--- src/rtl/core/ps2mt_pkg.sv ---
`timescale 1ns / 1ps

package ps2mt_pkg;

    // Sizes
    localparam int COORD_BITS   = 12;
    localparam int COUNTER_BITS = 16;
    localparam int POS_W        = 14;
    localparam int WHEEL_W      = 4;
    localparam int WSUM_W       = 16;
    localparam int BTN_W        = 3;
    localparam int OP_W         = 2;
    localparam int CFG_IDX_W    = 2;
    localparam int CFG_W        = COORD_BITS;
    localparam int DELTA_W      = COORD_BITS + 1;
    // signed work width for cursor sums and requested positions
    localparam int CW = ((COORD_BITS > POS_W) ? COORD_BITS : POS_W) + 2;

    // Stream word layout
    localparam int IN_BITS     = 8 + 2 * POS_W + BTN_W;
    localparam int IN_DATA_W   = ((IN_BITS + 7) / 8) * 8;
    localparam int OUT_BITS    = 2 * COORD_BITS + 2 * DELTA_W + WHEEL_W + WSUM_W + BTN_W + 1
                                 + 2 * COUNTER_BITS;
    localparam int OUT_DATA_W  = ((OUT_BITS + 7) / 8) * 8;
    localparam int OUT_USER_W  = 2;

    // Opcodes
    localparam logic [OP_W-1:0] OP_RX_BYTE  = 2'd0;
    localparam logic [OP_W-1:0] OP_SET_POS  = 2'd1;
    localparam logic [OP_W-1:0] OP_ABS_POS  = 2'd2;
    localparam logic [OP_W-1:0] OP_SNAPSHOT = 2'd3;

    // Register indexes
    localparam logic [CFG_IDX_W-1:0] CFG_WHEEL_MODE = 2'd0;
    localparam logic [CFG_IDX_W-1:0] CFG_MAX_COL    = 2'd1;
    localparam logic [CFG_IDX_W-1:0] CFG_MAX_ROW    = 2'd2;

    // Default bounds while a bound register is zero
    localparam logic [COORD_BITS-1:0] COL_FALLBACK = COORD_BITS'(1023);
    localparam logic [COORD_BITS-1:0] ROW_FALLBACK = COORD_BITS'(767);

    // Status byte bits, plus the wheel byte mask
    localparam logic [7:0] SYNC_MASK  = 8'h08;
    localparam logic [7:0] OVF_MASK   = 8'hC0;
    localparam logic [7:0] XSIGN_MASK = 8'h10;
    localparam logic [7:0] YSIGN_MASK = 8'h20;
    localparam logic [7:0] BTN_MASK   = 8'h07;
    localparam logic [7:0] WHEEL_MASK = 8'h0F;

    typedef struct packed {
        logic [OP_W-1:0]         opcode;
        logic [7:0]              rx_byte;
        logic signed [POS_W-1:0] pos_col;
        logic signed [POS_W-1:0] pos_row;
        logic [BTN_W-1:0]        abs_buttons;
    } t_item;

    typedef struct packed {
        logic                 we;
        logic [CFG_IDX_W-1:0] idx;
        logic [CFG_W-1:0]     data;
    } t_cfg_wr;

    typedef struct packed {
        logic [COORD_BITS-1:0]     cursor_col;
        logic [COORD_BITS-1:0]     cursor_row;
        logic signed [DELTA_W-1:0] delta_col;
        logic signed [DELTA_W-1:0] delta_row;
        logic signed [WHEEL_W-1:0] wheel_step;
        logic signed [WSUM_W-1:0]  wheel_total;
        logic [BTN_W-1:0]          button_bits;
        logic                      packet_done;
        logic                      dropped;
        logic                      absolute_flag;
        logic [COUNTER_BITS-1:0]   good_packets;
        logic [COUNTER_BITS-1:0]   desync_total;
    } t_result;

    // Clamp a signed coordinate to [0, bound], bound zero meaning fallback
    function automatic logic [COORD_BITS-1:0] clamp_coord(
        input logic signed [CW-1:0]   v,
        input logic [COORD_BITS-1:0]  bound,
        input logic [COORD_BITS-1:0]  fallback
    );
        logic [COORD_BITS-1:0] hi;
        hi = (bound == '0) ? fallback : bound;
        if (v < 0) begin
            clamp_coord = '0;
        end else if (v > $signed({{(CW-COORD_BITS){1'b0}}, hi})) begin
            clamp_coord = hi;
        end else begin
            clamp_coord = v[COORD_BITS-1:0];
        end
    endfunction

endpackage

--- src/rtl/core/ps2mt_in_reg.sv ---
`timescale 1ns / 1ps

module ps2mt_in_reg (
    input  logic                          i_clk,
    input  logic                          i_rst_n,
    input  logic                          i_s_tvalid,
    output logic                          o_s_tready,
    input  logic [ps2mt_pkg::IN_DATA_W-1:0] i_s_tdata,
    input  logic [ps2mt_pkg::OP_W-1:0]    i_s_tuser,
    input  logic                          i_take,
    output logic                          o_valid,
    output ps2mt_pkg::t_item              o_item
);
    import ps2mt_pkg::*;

    localparam int COL_LO = 8;
    localparam int ROW_LO = COL_LO + POS_W;
    localparam int BTN_LO = ROW_LO + POS_W;

    logic  r_valid;
    t_item r_item;
    t_item n_item;

    // Unpack the incoming word
    always_comb begin
        n_item.opcode      = i_s_tuser;
        n_item.rx_byte     = i_s_tdata[7:0];
        n_item.pos_col     = i_s_tdata[COL_LO +: POS_W];
        n_item.pos_row     = i_s_tdata[ROW_LO +: POS_W];
        n_item.abs_buttons = i_s_tdata[BTN_LO +: BTN_W];
    end

    // Free or draining this cycle
    assign o_s_tready = !r_valid || i_take;
    assign o_valid    = r_valid;
    assign o_item     = r_item;

    always_ff @(posedge i_clk) begin
        if (!i_rst_n) begin
            r_valid <= 1'b0;
        end else if (o_s_tready) begin
            r_valid <= i_s_tvalid;
        end
        if (i_s_tvalid && o_s_tready) begin
            r_item <= n_item;
        end
    end

endmodule

--- src/rtl/core/ps2mt_core.sv ---
`timescale 1ns / 1ps

module ps2mt_core (
    input  logic                i_clk,
    input  logic                i_rst_n,
    input  ps2mt_pkg::t_cfg_wr  i_cfg,
    input  logic                i_valid,
    input  ps2mt_pkg::t_item    i_item,
    output logic                o_take,
    output logic                o_valid,
    input  logic                i_ready,
    output ps2mt_pkg::t_result  o_res
);
    import ps2mt_pkg::*;

    // Packet assembly
    logic [1:0] r_byte_index, n_byte_index;
    logic [7:0] r_pb0, r_pb1, r_pb2;
    logic [7:0] n_pb0, n_pb1, n_pb2;

    // Tracker state
    logic [COORD_BITS-1:0]     r_col, n_col, r_row, n_row;
    logic signed [DELTA_W-1:0] r_dcol, n_dcol, r_drow, n_drow;
    logic signed [WHEEL_W-1:0] r_wheel, n_wheel;
    logic signed [WSUM_W-1:0]  r_wsum, n_wsum;
    logic [BTN_W-1:0]          r_btn, n_btn;
    logic                      r_abs, n_abs;
    logic [COUNTER_BITS-1:0]   r_good, n_good, r_drop, n_drop;

    // Configuration
    logic                  r_wheel_mode;
    logic [COORD_BITS-1:0] r_max_col, r_max_row;

    logic    r_out_valid;
    t_result r_out, n_res;
    logic    load;

    // Per-item scratch
    logic [7:0]                st;
    logic [7:0]                byte2;
    logic                      complete;
    logic [8:0]                dx9, dy9;
    logic signed [9:0]         dy10;
    logic signed [WHEEL_W-1:0] w4;
    logic signed [CW-1:0]      col_sum, row_sum, req_col, req_row;
    logic                      done, drop;

    assign o_take  = !r_out_valid || i_ready;
    assign load    = i_valid && o_take;
    assign o_valid = r_out_valid;
    assign o_res   = r_out;

    // Next state for one item
    always_comb begin
        n_byte_index = r_byte_index;
        n_pb0   = r_pb0;
        n_pb1   = r_pb1;
        n_pb2   = r_pb2;
        n_col   = r_col;
        n_row   = r_row;
        n_dcol  = r_dcol;
        n_drow  = r_drow;
        n_wheel = r_wheel;
        n_wsum  = r_wsum;
        n_btn   = r_btn;
        n_abs   = r_abs;
        n_good  = r_good;
        n_drop  = r_drop;
        done    = 1'b0;
        drop    = 1'b0;

        // third packet byte may be the one arriving now
        st       = r_pb0;
        byte2    = (r_byte_index == 2'd2) ? i_item.rx_byte : r_pb2;
        complete = r_byte_index >= (r_wheel_mode ? 2'd3 : 2'd2);
        dx9      = {((st & XSIGN_MASK) != 8'h00), r_pb1};
        dy9      = {((st & YSIGN_MASK) != 8'h00), byte2};
        dy10     = -$signed({dy9[8], dy9});
        w4       = r_wheel_mode ? WHEEL_W'(i_item.rx_byte & WHEEL_MASK) : '0;
        col_sum  = $signed({{(CW-COORD_BITS){1'b0}}, r_col})
                   + $signed({{(CW-9){dx9[8]}}, dx9});
        row_sum  = $signed({{(CW-COORD_BITS){1'b0}}, r_row})
                   + $signed({{(CW-10){dy10[9]}}, dy10});
        req_col  = $signed({{(CW-POS_W){i_item.pos_col[POS_W-1]}}, i_item.pos_col});
        req_row  = $signed({{(CW-POS_W){i_item.pos_row[POS_W-1]}}, i_item.pos_row});

        case (i_item.opcode)
            OP_RX_BYTE: begin
                if (r_byte_index == 2'd0 && (i_item.rx_byte & SYNC_MASK) == 8'h00) begin
                    // out of sync: throw the byte away
                    drop = 1'b1;
                end else begin
                    case (r_byte_index)
                        2'd0:    n_pb0 = i_item.rx_byte;
                        2'd1:    n_pb1 = i_item.rx_byte;
                        2'd2:    n_pb2 = i_item.rx_byte;
                        default: ;
                    endcase
                    if (complete) begin
                        n_byte_index = 2'd0;
                        n_btn        = BTN_W'(st & BTN_MASK);
                        if ((st & OVF_MASK) != 8'h00) begin
                            // overflow: discard movement, keep buttons
                            drop    = 1'b1;
                            n_dcol  = '0;
                            n_drow  = '0;
                            n_wheel = '0;
                        end else begin
                            n_dcol  = {{(DELTA_W-9){dx9[8]}}, dx9};
                            n_drow  = {{(DELTA_W-10){dy10[9]}}, dy10};
                            n_wheel = w4;
                            n_wsum  = r_wsum + {{(WSUM_W-WHEEL_W){w4[WHEEL_W-1]}}, w4};
                            n_col   = clamp_coord(col_sum, r_max_col, COL_FALLBACK);
                            n_row   = clamp_coord(row_sum, r_max_row, ROW_FALLBACK);
                            n_good  = r_good + COUNTER_BITS'(1);
                            done    = 1'b1;
                        end
                    end else begin
                        n_byte_index = r_byte_index + 2'd1;
                    end
                end
                if (drop) begin
                    n_drop = r_drop + COUNTER_BITS'(1);
                end
            end
            OP_SET_POS: begin
                n_col   = clamp_coord(req_col, r_max_col, COL_FALLBACK);
                n_row   = clamp_coord(req_row, r_max_row, ROW_FALLBACK);
                n_dcol  = '0;
                n_drow  = '0;
                n_wheel = '0;
            end
            OP_ABS_POS: begin
                n_col   = clamp_coord(req_col, r_max_col, COL_FALLBACK);
                n_row   = clamp_coord(req_row, r_max_row, ROW_FALLBACK);
                n_dcol  = $signed({1'b0, n_col}) - $signed({1'b0, r_col});
                n_drow  = $signed({1'b0, n_row}) - $signed({1'b0, r_row});
                n_wheel = '0;
                n_btn   = i_item.abs_buttons;
                n_abs   = 1'b1;
                n_good  = r_good + COUNTER_BITS'(1);
                done    = 1'b1;
            end
            OP_SNAPSHOT: begin
                n_dcol  = '0;
                n_drow  = '0;
                n_wheel = '0;
            end
            default: ;
        endcase

        // Result word; a snapshot reports the deltas before clearing
        n_res.cursor_col    = n_col;
        n_res.cursor_row    = n_row;
        n_res.delta_col     = (i_item.opcode == OP_SNAPSHOT) ? r_dcol : n_dcol;
        n_res.delta_row     = (i_item.opcode == OP_SNAPSHOT) ? r_drow : n_drow;
        n_res.wheel_step    = (i_item.opcode == OP_SNAPSHOT) ? r_wheel : n_wheel;
        n_res.wheel_total   = n_wsum;
        n_res.button_bits   = n_btn;
        n_res.packet_done   = done;
        n_res.dropped       = drop;
        n_res.absolute_flag = n_abs;
        n_res.good_packets  = n_good;
        n_res.desync_total  = n_drop;
    end

    always_ff @(posedge i_clk) begin
        if (!i_rst_n) begin
            r_byte_index <= 2'd0;
            r_col        <= '0;
            r_row        <= '0;
            r_dcol       <= '0;
            r_drow       <= '0;
            r_wheel      <= '0;
            r_wsum       <= '0;
            r_btn        <= '0;
            r_abs        <= 1'b0;
            r_good       <= '0;
            r_drop       <= '0;
            r_wheel_mode <= 1'b0;
            r_max_col    <= '0;
            r_max_row    <= '0;
            r_out_valid  <= 1'b0;
        end else begin
            if (load) begin
                r_byte_index <= n_byte_index;
                r_col        <= n_col;
                r_row        <= n_row;
                r_dcol       <= n_dcol;
                r_drow       <= n_drow;
                r_wheel      <= n_wheel;
                r_wsum       <= n_wsum;
                r_btn        <= n_btn;
                r_abs        <= n_abs;
                r_good       <= n_good;
                r_drop       <= n_drop;
            end else if (i_cfg.we) begin
                // bound writes re-clamp the cursor right away
                case (i_cfg.idx)
                    CFG_WHEEL_MODE: r_wheel_mode <= i_cfg.data[0];
                    CFG_MAX_COL: begin
                        r_max_col <= i_cfg.data;
                        r_col     <= clamp_coord($signed({{(CW-COORD_BITS){1'b0}}, r_col}),
                                                 i_cfg.data, COL_FALLBACK);
                    end
                    CFG_MAX_ROW: begin
                        r_max_row <= i_cfg.data;
                        r_row     <= clamp_coord($signed({{(CW-COORD_BITS){1'b0}}, r_row}),
                                                 i_cfg.data, ROW_FALLBACK);
                    end
                    default: ;
                endcase
            end

            if (load) begin
                r_out_valid <= 1'b1;
            end else if (i_ready) begin
                r_out_valid <= 1'b0;
            end
        end

        // Packet bytes and result payload carry no reset
        if (load) begin
            r_pb0 <= n_pb0;
            r_pb1 <= n_pb1;
            r_pb2 <= n_pb2;
            r_out <= n_res;
        end
    end

endmodule

--- src/rtl/core/ps2_mouse_packet_cursor_tracker_top.sv ---
// Path: a word accepted at the input passes the input register, then the result
//   register after one pass of update logic.
// Throughput: one word per cycle. While a result waits the block holds at most
//   two words, one in each register, and then drops o_s_tready.
// Reset: i_rst_n is synchronous, active low; it clears cursor, deltas, counters,
//   configuration and both valid flags. The packet byte store is not reset.
`timescale 1ns / 1ps

module ps2_mouse_packet_cursor_tracker_top (
    input  logic                               i_clk,
    input  logic                               i_rst_n,
    // slave side
    input  logic                               i_s_tvalid,
    output logic                               o_s_tready,
    // tdata: rx_byte[7:0], pos_col[21:8], pos_row[35:22], abs_buttons[38:36], zero fill
    input  logic [ps2mt_pkg::IN_DATA_W-1:0]    i_s_tdata,
    // tuser: opcode[1:0]
    input  logic [ps2mt_pkg::OP_W-1:0]         i_s_tuser,
    // master side
    output logic                               o_m_tvalid,
    input  logic                               i_m_tready,
    // tdata: cursor_col[11:0], cursor_row[23:12], delta_col[36:24], delta_row[49:37],
    //        wheel_step[53:50], wheel_total[69:54], button_bits[72:70],
    //        absolute_flag[73], good_packets[89:74], desync_total[105:90], zero fill
    output logic [ps2mt_pkg::OUT_DATA_W-1:0]   o_m_tdata,
    // tuser: packet_done[0], dropped[1]
    output logic [ps2mt_pkg::OUT_USER_W-1:0]   o_m_tuser,
    // configuration writes
    input  logic                               i_cfg_we,
    input  logic [ps2mt_pkg::CFG_IDX_W-1:0]    i_cfg_idx,
    input  logic [ps2mt_pkg::CFG_W-1:0]        i_cfg_data
);
    import ps2mt_pkg::*;

    logic    in_valid;
    logic    take;
    t_item   item;
    t_cfg_wr cfg;
    t_result res;

    assign cfg.we   = i_cfg_we;
    assign cfg.idx  = i_cfg_idx;
    assign cfg.data = i_cfg_data;

    ps2mt_in_reg u_in_reg (
        .i_clk      (i_clk),
        .i_rst_n    (i_rst_n),
        .i_s_tvalid (i_s_tvalid),
        .o_s_tready (o_s_tready),
        .i_s_tdata  (i_s_tdata),
        .i_s_tuser  (i_s_tuser),
        .i_take     (take),
        .o_valid    (in_valid),
        .o_item     (item)
    );

    ps2mt_core u_core (
        .i_clk   (i_clk),
        .i_rst_n (i_rst_n),
        .i_cfg   (cfg),
        .i_valid (in_valid),
        .i_item  (item),
        .o_take  (take),
        .o_valid (o_m_tvalid),
        .i_ready (i_m_tready),
        .o_res   (res)
    );

    // Pack the result word, first field lowest
    assign o_m_tdata = OUT_DATA_W'({res.desync_total, res.good_packets, res.absolute_flag,
                                    res.button_bits, res.wheel_total, res.wheel_step,
                                    res.delta_row, res.delta_col,
                                    res.cursor_row, res.cursor_col});
    assign o_m_tuser = {res.dropped, res.packet_done};

endmodule

--- config.mk ---
export PLATFORM = sky130hd
export DESIGN_NAME = ps2_mouse_packet_cursor_tracker_top
export DESIGN_NICKNAME = d
export VERILOG_FILES = /design/src/rtl/core/ps2mt_pkg.sv /design/src/rtl/core/ps2mt_in_reg.sv /design/src/rtl/core/ps2mt_core.sv /design/src/rtl/core/ps2_mouse_packet_cursor_tracker_top.sv
export SDC_FILE = /design/constraint.sdc
export NUM_CORES = 1
export LEC_CHECK = 0
export BUFFER_PORTS_ARGS = -buffer_cell sky130_fd_sc_hd__buf_2
export CAP_MARGIN = 25
export CORE_MARGIN = 3
export CORE_UTILIZATION = 60
export DETAILED_ROUTE_END_ITERATION = 12
export PLACE_DENSITY_LB_ADDON = 0.3
export SLEW_MARGIN = 30
export SYNTH_ARGS = -nofsm -noshare
export SYNTH_HDL_FRONTEND = slang
export SYNTH_SLANG_ARGS = --single-unit
--- constraint.sdc ---
create_clock -name i_clk -period 6.8 [get_ports i_clk]
set_clock_uncertainty 0.1 [all_clocks]
set_input_delay 0.34 -clock i_clk [delete_from_list [all_inputs] [get_ports i_clk]]
set_output_delay 0.34 -clock i_clk [all_outputs]
set_load 0.05 [all_outputs]
# --- After elaboration in Yosys (flattened, before gate mapping) ---
# Cells that the tools add are included.
totals:
  in_bits: 61
  elab_cells: 169
  output_inout_bits: 116
  register_bits: 308
classes:
  reduce_logical: 31
  bitwise: 2
  eq_ne: 7
  n_lt_le_gt_ge: 11
  add_sub_neg: 9
  muxes: 73
op_table:
  columns: ["cell", "n"]
  rows:
  - ["$mux 12", 28]
  - ["$mux 16", 9]
  - ["$mux 13", 8]
  - ["$pmux 13 s3", 2]
  - ["$pmux 12 s3", 2]
  - ["$gt 14x13->1", 4]
  - ["$lt 14x1->1 const B", 4]
  - ["$logic_not 12->1", 3]
  - ["$add 16x1->16 const B", 2]
  - ["$pmux 16 s2", 1]
  - ["$sub 12x12->13", 2]
  - ["$gt 12x12->1", 2]
  - ["$mux 4", 5]
  - ["$reduce_and 3->1", 6]
  - ["$add 16x16->16", 1]
  - ["$add 13x10->14", 1]
  - ["$add 13x9->14", 1]
  - ["$reduce_bool 2->1", 6]
  - ["$mux 1", 11]
  - ["$neg 9->10", 1]
  - ["$eq 2x2->1 const B", 4]
  - ["$logic_not 8->1", 1]
  - ["$mux 8", 1]
  - ["$pmux 4 s2", 1]
  - ["16 further kinds", 27]

# --- Logic depth before layout (Yosys ltp) ---
# Gate-level depths: netlist of the first run.
depth:
  ltp_word: 12
  ltp_mapped: 24
  mapped_depth_nobuf: 23

# --- Hierarchy ---
# Synthesis of the first run repeated with hierarchy kept, for this count alone.
hier_totals:
  hier_cells: 1925
  area_unflattened_um2: 18466.5
by_module_without_submodules:
  columns: ["mod", "seq_area_each_um2", "instances", "area_per_inst_um2", "cells_per_inst"]
  rows:
  - ["ps2mt_core", 6616.3, 1, 17128.9, 1872]
  - ["ps2mt_in_reg", 1251.2, 1, 1288.7, 46]
  - ["ps2_mouse_packet_cursor_tracker_top", 0.0, 1, 48.8, 7]

# --- Least setup slack after synthesis of the first run ---
# Ideal clock, no wire load.
synth_path:
  path_kind: "flip-flop to flip-flop"
  start: "register u_core.r_byte_index[0]"
  end: "register u_core.r_out (netlist bit u_core.o_res[84]), data pin"
  setup_time_ns: 0.271
  required_time_ns: 6.429
  path_stages_with_launch: 22
  setup_slack_ns: 1.470
  arrival_time_ns: 4.959
  synth_period_minus_slack_ns: 5.330
  path_buffers: 1
  cell_sequence: "dfxtp_1 -> inv_1 -> ha_1 -> or4_1 -> a222oi_1 -> xnor2_1 -> ha_1 -> clkbuf_1 -> o21a_1 -> o21ai_0 -> a221oi_1 -> nor2_1 -> xnor2_1 -> ha_1 -> nand3_1 -> or4_1 -> o21ai_0 -> a31oi_1 -> o221ai_1 -> nand3_1 -> a221oi_1 -> nor3_1"
synth_rtl:
  columns: ["item", "line", "source"]
  rows:
  - ["start: declaration", "ps2mt_core.sv:17", "logic [1:0] r_byte_index, n_byte_index;"]
  - ["start signal: assignment", "ps2mt_core.sv:186", "r_byte_index <= n_byte_index;"]
  - ["end signal: assignment", "ps2mt_core.sv:227", "r_out <= n_res;"]
  - ["end: declaration", "ps2mt_core.sv:35", "t_result r_out, n_res;"]

==> impl_metrics.yaml, run 1 <==
pwr:
  internal_power_mw: 3.48
  clockPowerShare: 0.367
  power_density_nw_per_um2: 236
  p_comb_frac: 0.209
  switching_power_mw: 1.50
  power_mw: 4.99
  p_sw_frac: 0.301
  seqPwrFrac: 0.424
  leakagePower_nw: 8.58
  ir_worst_vdd_v: 0.000182
clock_tree:
  clock-sinks: 307
  ctsLongestPathBuffers: 3
  clock_latency_ps: 510
  cts-root-buf: "clkbuf_16"
  cts_max_level: 2
  path_clk_slew_ps: 60
  cts_buffers: 35
  cts_tree: "yes"
route:
  drtAntennaViolNets: 0
  wl_per_cell_um: 20.1
  dr.pass1.iters: 7
  viasPerCell: 6.30
  drt_iter0_markers: 1770
  drc: 0
  vias: 16300
  drt-total-wl_mm: 52.0
sta:
  worstMarginPinSlew_ps: 1040
  setup_slack_ps: 576
  fin_crit_ps: 6220
  final-setup-viol-count: 0
  hold_viol: 0
  drv_slew: 0
  min_period_over_period: 0.915
  max_freq_mhz: 161
  max-slew-margin-rel: 0.304
cells_and_area:
  drive_above_1_share: 0.135
  layout.nets: 2380
  n_antenna_cell: 0
  finish.instance_area_um2: 21100
  fillers: 2328
  syn2layout_area_growth_pct: 14.6
worst_setup_path:
  endpoint_kind: "register"
  critPathMaxFanout: 14
  crit_path_start: "u_core.r_byte_index[0]$_SDFFE_PN0P_"
  reg2reg_depth: 22
  worst_setup_path_start_kind: "register"
  reg2reg_slack_ps: 580
  cp-endpoint: "u_core.o_res[87]$_DFFE_PP_"
  r2r-end: "u_core.o_res[87]$_DFFE_PP_"
  arrival_ps: 6360
  crit_type: "reg -> reg"
  worst_ep_required_time_ps: 6940
  r2r-start: "u_core.r_byte_index[0]$_SDFFE_PN0P_"
die:
  dieArea_um2: 32900
  dieHeight_um: 181
  rows: 63
  start_util: 0.615
  die_w_um: 181
  core-area_um2: 30000
  io_pins: 177
global_routing:
  grt_max_degree: 94
  first_global_vias: 15600
  grt_pass1_wl_mm: 81.8
  overflow: 0
  antenna_found_initial: 0
  grt_use_total: 0.305
placed_design:
  gp_congestion: 0.958
  place_area_um2: 19600
  dp_slack_ps: 472
  dp_hpwl_mm: 36.7
  port-buffer-count: 169
synthesis:
  synth_flop_cell: "edfxtp_1"
  synth.distinct_cells: 84
  synth_edf_count: 172
  synth_area_um2: 18400
  ys_ff_latch: 307
  netlist.area_leader.share: 0.280
  yosys_warnings: 0
  synth.yosys.seq_area_share: 0.427
  synth.largest_area_cell: "edfxtp_1"
  synth.area.top_cells: "edfxtp_1 (28%), dfxtp_1 (15%), ha_1 (10%)"
  synthArstFlopShare: 0
  syn_area_per_cell_um2: 9.32
  syn_inst: 1977
min_path:
  hold_class: "in -> reg"
status:
  status: "finished, final reports clean"
flow_run:
  drv_cap: 0
==> cell type report <==
type | count | area, µm² | area share
repair buffers | 227 | 1390 | 0.0658
clock inverters | 12 | 136 | 0.00646
flip-flops and latches | 307 | 7870 | 0.373
multi-input cells | 1483 | 9850 | 0.466
inverters | 110 | 418 | 0.0198
clock buffers | 51 | 966 | 0.0458
well taps | 390 | 488 | 0.0231
==> cell families after synthesis <==
family | after synthesis | synth area share
AO/OA/AOI/OAI | 517 | 0.184
XOR/XNOR | 79 | 0.0375
adder cells (fa/ha/maj) | 155 | 0.107
buffers and inverters | 192 | 0.0411
flip-flops | 307 | 0.427
multiplexers | 69 | 0.0390
other | 1 | 0.000203
AND/OR/NAND/NOR | 657 | 0.164
==> synthesized netlist by cell type (all sizes together), types with 11 or more instances <==
master  instances
dfxtp         135
a21o           29
a22oi          12
nor4           17
and3           13
buf            15
nor2b          18
o31ai          14
a222oi         12
xnor2          46
xor2           33
nand2         240
o21a           13
nor3           39
mux2i          46
a21oi         148
a31oi          28
o21ai         116
and2           11
nor2          171
a41oi          11
nand4          16
a221oi         11
mux2           23
nand3          51
ha            150
nand2b         19
o211ai         13
edfxtp        172
or3            26
a211oi         25
or2            17
inv           108
clkbuf         67
==> critical path, cell delays in order, from the launching register on <==
cell and delay, ps:
dfxtp_1 340, inv_1 120, ha_2 410, mux2i_1 300, ha_1 230, nand3_1 120, nor3_1 410, nand3_1 150
xor2_1 290, ha_1 340, a2111oi_0 400, a221oi_1 190, nor2_1 150, xnor2_1 120, ha_1 310, nand3_1 90
or4_1 500, o21ai_0 90, a31oi_1 120, o211ai_1 460, and2_1 240, nand2b_1 320, o21ai_0 150
==> metrics by stage <==
step	TNS, ps	utilization	std cells	hold WS, ps
finish	0	0.705	2580	14.9
global route	-9.44	0.705	2580	23.8
CTS	0	0.704	2580	5.26
detailed placement	0	0.653	2475	348
global placement	0	0.653	2475	341
floorplan	0	-	1982	329
==> layer usage <==
metal  up-vias  routed length (µm)  GRT usage
met5         -                   0          0
li1       7624                   -          -
met4         0                1900      0.116
met2       782               24800      0.514
met1      7718               21200      0.406
met3       133                4060     0.0374
==> placed cells by master, fill, tap and decap left out, types with 14 or more instances in the layout <==
cell             n
a211oi_1        25
a21o_1          28
a21oi_1        148
a31oi_1         28
buf_2          169
buf_4           15
clkbuf_16       35
dfxtp_1        135
dlygate4sd3_1   42
edfxtp_1       172
ha_1           148
inv_1          107
mux2_2          23
mux2i_1         46
nand2_1        240
nand2b_1        18
nand3_1         51
nand4_1         16
nor2_1         171
nor2b_1         17
nor3_1          39
nor4_1          16
o21ai_0        114
o31ai_1         14
or2_2           17
or3_1           25
xnor2_1         46
xor2_1          33
==> worst min-delay path by stage <==
| stage | slack (ps) | to | cells after the start | startpoint |
|---|---|---|---|---|
| 2_1_floorplan | 330 | u_core.r_abs$_SDFFE_PN0P_ | 2 | u_core.r_abs$_SDFFE_PN0P_ |
| 3_3_place_gp | 340 | u_core.r_abs$_SDFFE_PN0P_ | 2 | u_core.r_abs$_SDFFE_PN0P_ |
| 6_report | 10 | u_core.r_max_row[7]$_SDFFE_PN0P_ | 3 | i_cfg_data[7] |
| 4_1_cts | 5 | u_core.r_max_col[7]$_SDFFE_PN0P_ | 3 | i_cfg_data[7] |
| 3_5_place_dp | 350 | u_core.r_abs$_SDFFE_PN0P_ | 2 | u_core.r_abs$_SDFFE_PN0P_ |
| 5_1_grt | 20 | u_core.r_max_row[9]$_SDFFE_PN0P_ | 3 | i_cfg_data[9] |
==> what timing repair did <==
action,CTS,global route
endpoints found under the setup margin,0,12
hold buffers,42,0
buffers inserted,0,0
hold endpoints to repair,42,0
resized for setup,0,2
==> power by group through the flow <==
stage	Clock (mW)	Combinational (mW)	Sequential [mW]
after global routing	1.93	1.14	2.12
after CTS	1.85	1.03	2.11
final	1.83	1.04	2.11
after floorplan	0	0.626	2.25
after global placement	0	0.971	2.15
after detailed placement	0	1.00	2.15
==> registers in the layout, summed over array words and instances, names as in the netlist, 7 cells and up <==
register	flops
u_core.o_res	108
u_core.r_col	12
u_core.r_dcol	13
u_core.r_drop	16
u_core.r_drow	13
u_core.r_good	16
u_core.r_max_col	12
u_core.r_max_row	12
u_core.r_pb0	7
u_core.r_pb1	8
u_core.r_pb2	8
u_core.r_row	12
u_core.r_wsum	16
u_in_reg.o_item	41
No activity file was read; power rests on OpenSTA's default activity.
==> inputs of run 2 (changes only) <==
--- a/config.mk
+++ b/config.mk
@@ -5,11 +5,11 @@
 export SDC_FILE = /design/constraint.sdc
 export NUM_CORES = 1
 export LEC_CHECK = 0
-export BUFFER_PORTS_ARGS = -buffer_cell sky130_fd_sc_hd__buf_2
 export CAP_MARGIN = 25
 export CORE_MARGIN = 3
-export CORE_UTILIZATION = 60
+export CORE_UTILIZATION = 65
 export DETAILED_ROUTE_END_ITERATION = 12
+export DONT_BUFFER_PORTS = 1
 export PLACE_DENSITY_LB_ADDON = 0.3
 export SLEW_MARGIN = 30
 export SYNTH_ARGS = -nofsm -noshare
==> run 2 against run 1 <==
Worst hold slack got worse by 1.9 ps. Critical path type unchanged. Register-to-register slack about the same. Final cell count decreased by 6.4%.
==> impl_metrics.yaml, run 2 (synthesis gave the netlist of run 1 again) <==
route:
  vias: 16000
  drc: 0
  drt-total-wl_mm: 52.8
  viasPerCell: 6.62
  dr.pass1.iters: 7
  wl_per_cell_um: 21.9
  drt_iter0_markers: 1814
  drtAntennaViolNets: 0
cells_and_area:
  layout.nets: 2226
  mostFrequentLayoutCell: "nand2_1"
  fillers: 1932
  n_antenna_cell: 0
  drive_above_1_share: 0.0653
  largest_reg_flops: 108
  syn2layout_area_growth_pct: 11.1
  layout_common_cells: "nand2_1 (240), edfxtp_1 (172), nor2_1 (170), a21oi_1 (148), ha_1 (148)"
worst_setup_path:
  critPathMaxFanout: 14
  reg2reg_depth: 22
  endpoint_kind: "register"
  crit_path_max_incr_delay_ps: 500
  worst_ep_required_time_ps: 6940
  reg2reg_slack_ps: 570
  crit_path_start: "u_core.r_byte_index[0]$_SDFFE_PN0P_"
  arrival_ps: 6380
  crit_path_top_delay_cell: "or4_1"
  cp-endpoint: "u_core.o_res[84]$_DFFE_PP_"
  worst_setup_path_start_kind: "register"
  crit_type: "reg -> reg"
  cp_common_cell: "nand3_1"
  r2r-start: "u_core.r_byte_index[0]$_SDFFE_PN0P_"
  r2r-end: "u_core.o_res[84]$_DFFE_PP_"
  crit_chain: "inv_1 -> ha_2 -> mux2i_1 -> ha_1 -> nand3_1 -> nor3_1 -> nand3_1 -> xor2_1 -> ha_1 -> a2111oi_0 -> a221oi_1 -> nor2_1 -> xnor2_1 -> ha_1 -> nand3_1 -> or4_1 -> o21ai_0 -> a31oi_1 -> o211ai_1 -> nand3_1 -> a221oi_1 -> nor3_1"
placed_design:
  dp_hpwl_mm: 35.9
  gp_congestion: 0.990
  dp_slack_ps: 489
  port-buffer-count: 0
sta:
  worstMarginPinSlew_ps: 1010
  max-slew-margin-rel: 0.324
  min_period_over_period: 0.917
  drv_slew: 0
  fin_crit_ps: 6230
  final-setup-viol-count: 0
  hold_viol: 0
  max_freq_mhz: 160
  setup_slack_ps: 565
  rsz0062_at_grt: "false"
  holdWs_ps: 13.0
  tns_ps: 0
min_path:
  hold_class: "in -> reg"
clock_tree:
  clock-sinks: 307
  cts-root-buf: "clkbuf_16"
  path_clk_slew_ps: 70
  cts_buffers: 34
  clock_latency_ps: 520
  ctsLongestPathBuffers: 3
  cts_tree: "yes"
  cts_max_level: 2
global_routing:
  overflow: 0
  grt_pass1_wl_mm: 82.6
  grt_use_total: 0.339
  antenna_found_initial: 0
  first_global_vias: 15600
  grt_max_degree: 93
die:
  dieHeight_um: 174
  dieArea_um2: 30400
  die_w_um: 174
  io_pins: 177
  rows: 61
  core-area_um2: 27900
  start_util: 0.662
flow_run:
  drv_cap: 0
pwr:
  leakagePower_nw: 8.03
  ir_worst_vdd_v: 0.000211
  power_density_nw_per_um2: 245
status:
  status: "finished, final reports clean"
run 2: worst min path at each step:
stage	start	end	slack, ps	cells after the start
3_5_place_dp	i_s_tdata[32]	u_in_reg.o_item[13]$_DFFE_PP_	340	0
4_1_cts	i_rst_n	u_core.r_drow[11]$_SDFFE_PN0P_	2	2
2_1_floorplan	u_core.r_abs$_SDFFE_PN0P_	u_core.r_abs$_SDFFE_PN0P_	330	2
3_3_place_gp	i_s_tdata[35]	u_in_reg.o_item[16]$_DFFE_PP_	340	0
5_1_grt	i_rst_n	u_core.r_drow[11]$_SDFFE_PN0P_	10	2
6_report	i_rst_n	u_core.r_drow[11]$_SDFFE_PN0P_	10	2
run 2: layer usage:
| layer | vias to the layer above | share of wire | GRT usage |
|---|---|---|---|
| met1 | 7558 | 0.39 | 0.429 |
| li1 | 7309 | - | - |
| met2 | 907 | 0.46 | 0.548 |
| met5 | - | 0 | 0 |
| met3 | 217 | 0.096 | 0.0708 |
| met4 | 0 | 0.053 | 0.177 |
run 2: area by class of cell:
class	instances	area, µm²	share of cell area
inverter	110	418	0.0204
timing repair buffer	74	708	0.0346
tap	378	473	0.0231
sequential	307	7870	0.384
multi-input combinational	1483	9860	0.482
clock buffer	46	927	0.0453
clock inverter	16	211	0.0103
run 2: metrics by stage:
stage / power, mW / cell area, µm² / std cells / utilization
global placement: 3.06 / 18700 / 2292 / 0.671
global route: 5.20 / 20500 / 2414 / 0.735
detailed placement: 3.09 / 18700 / 2292 / 0.672
floorplan: 2.88 / 18400 / 1982 / -
CTS: 4.99 / 20400 / 2411 / 0.734
finish: 5.01 / 20500 / 2414 / 0.735
run 2: worst max-delay path: cells and delay by family (launching register included):
kind            cells  cell delay [ps]
flops               1              340
compound gates      6             1770
xor+xnor            2              430
fa+ha+maj           4             1290
buf+inv             1              120
simple gates        8             1600
mux                 1              320
run 2: timing repair:
item	4_1_cts	5_1_grt
setup buffers	0	3
hold buffers	57	0
endpoints found under the hold margin	110	0
endpoints found under the setup margin	0	12
resized for setup	0	2
run 2: power by group:
group          leakage [nW]  switching [mW]  total (mW)  internal, mW
Sequential             2.72           0.190        2.24          2.05
Clock                 0.553           0.764        1.89          1.12
Combinational          4.76           0.544       0.881         0.337
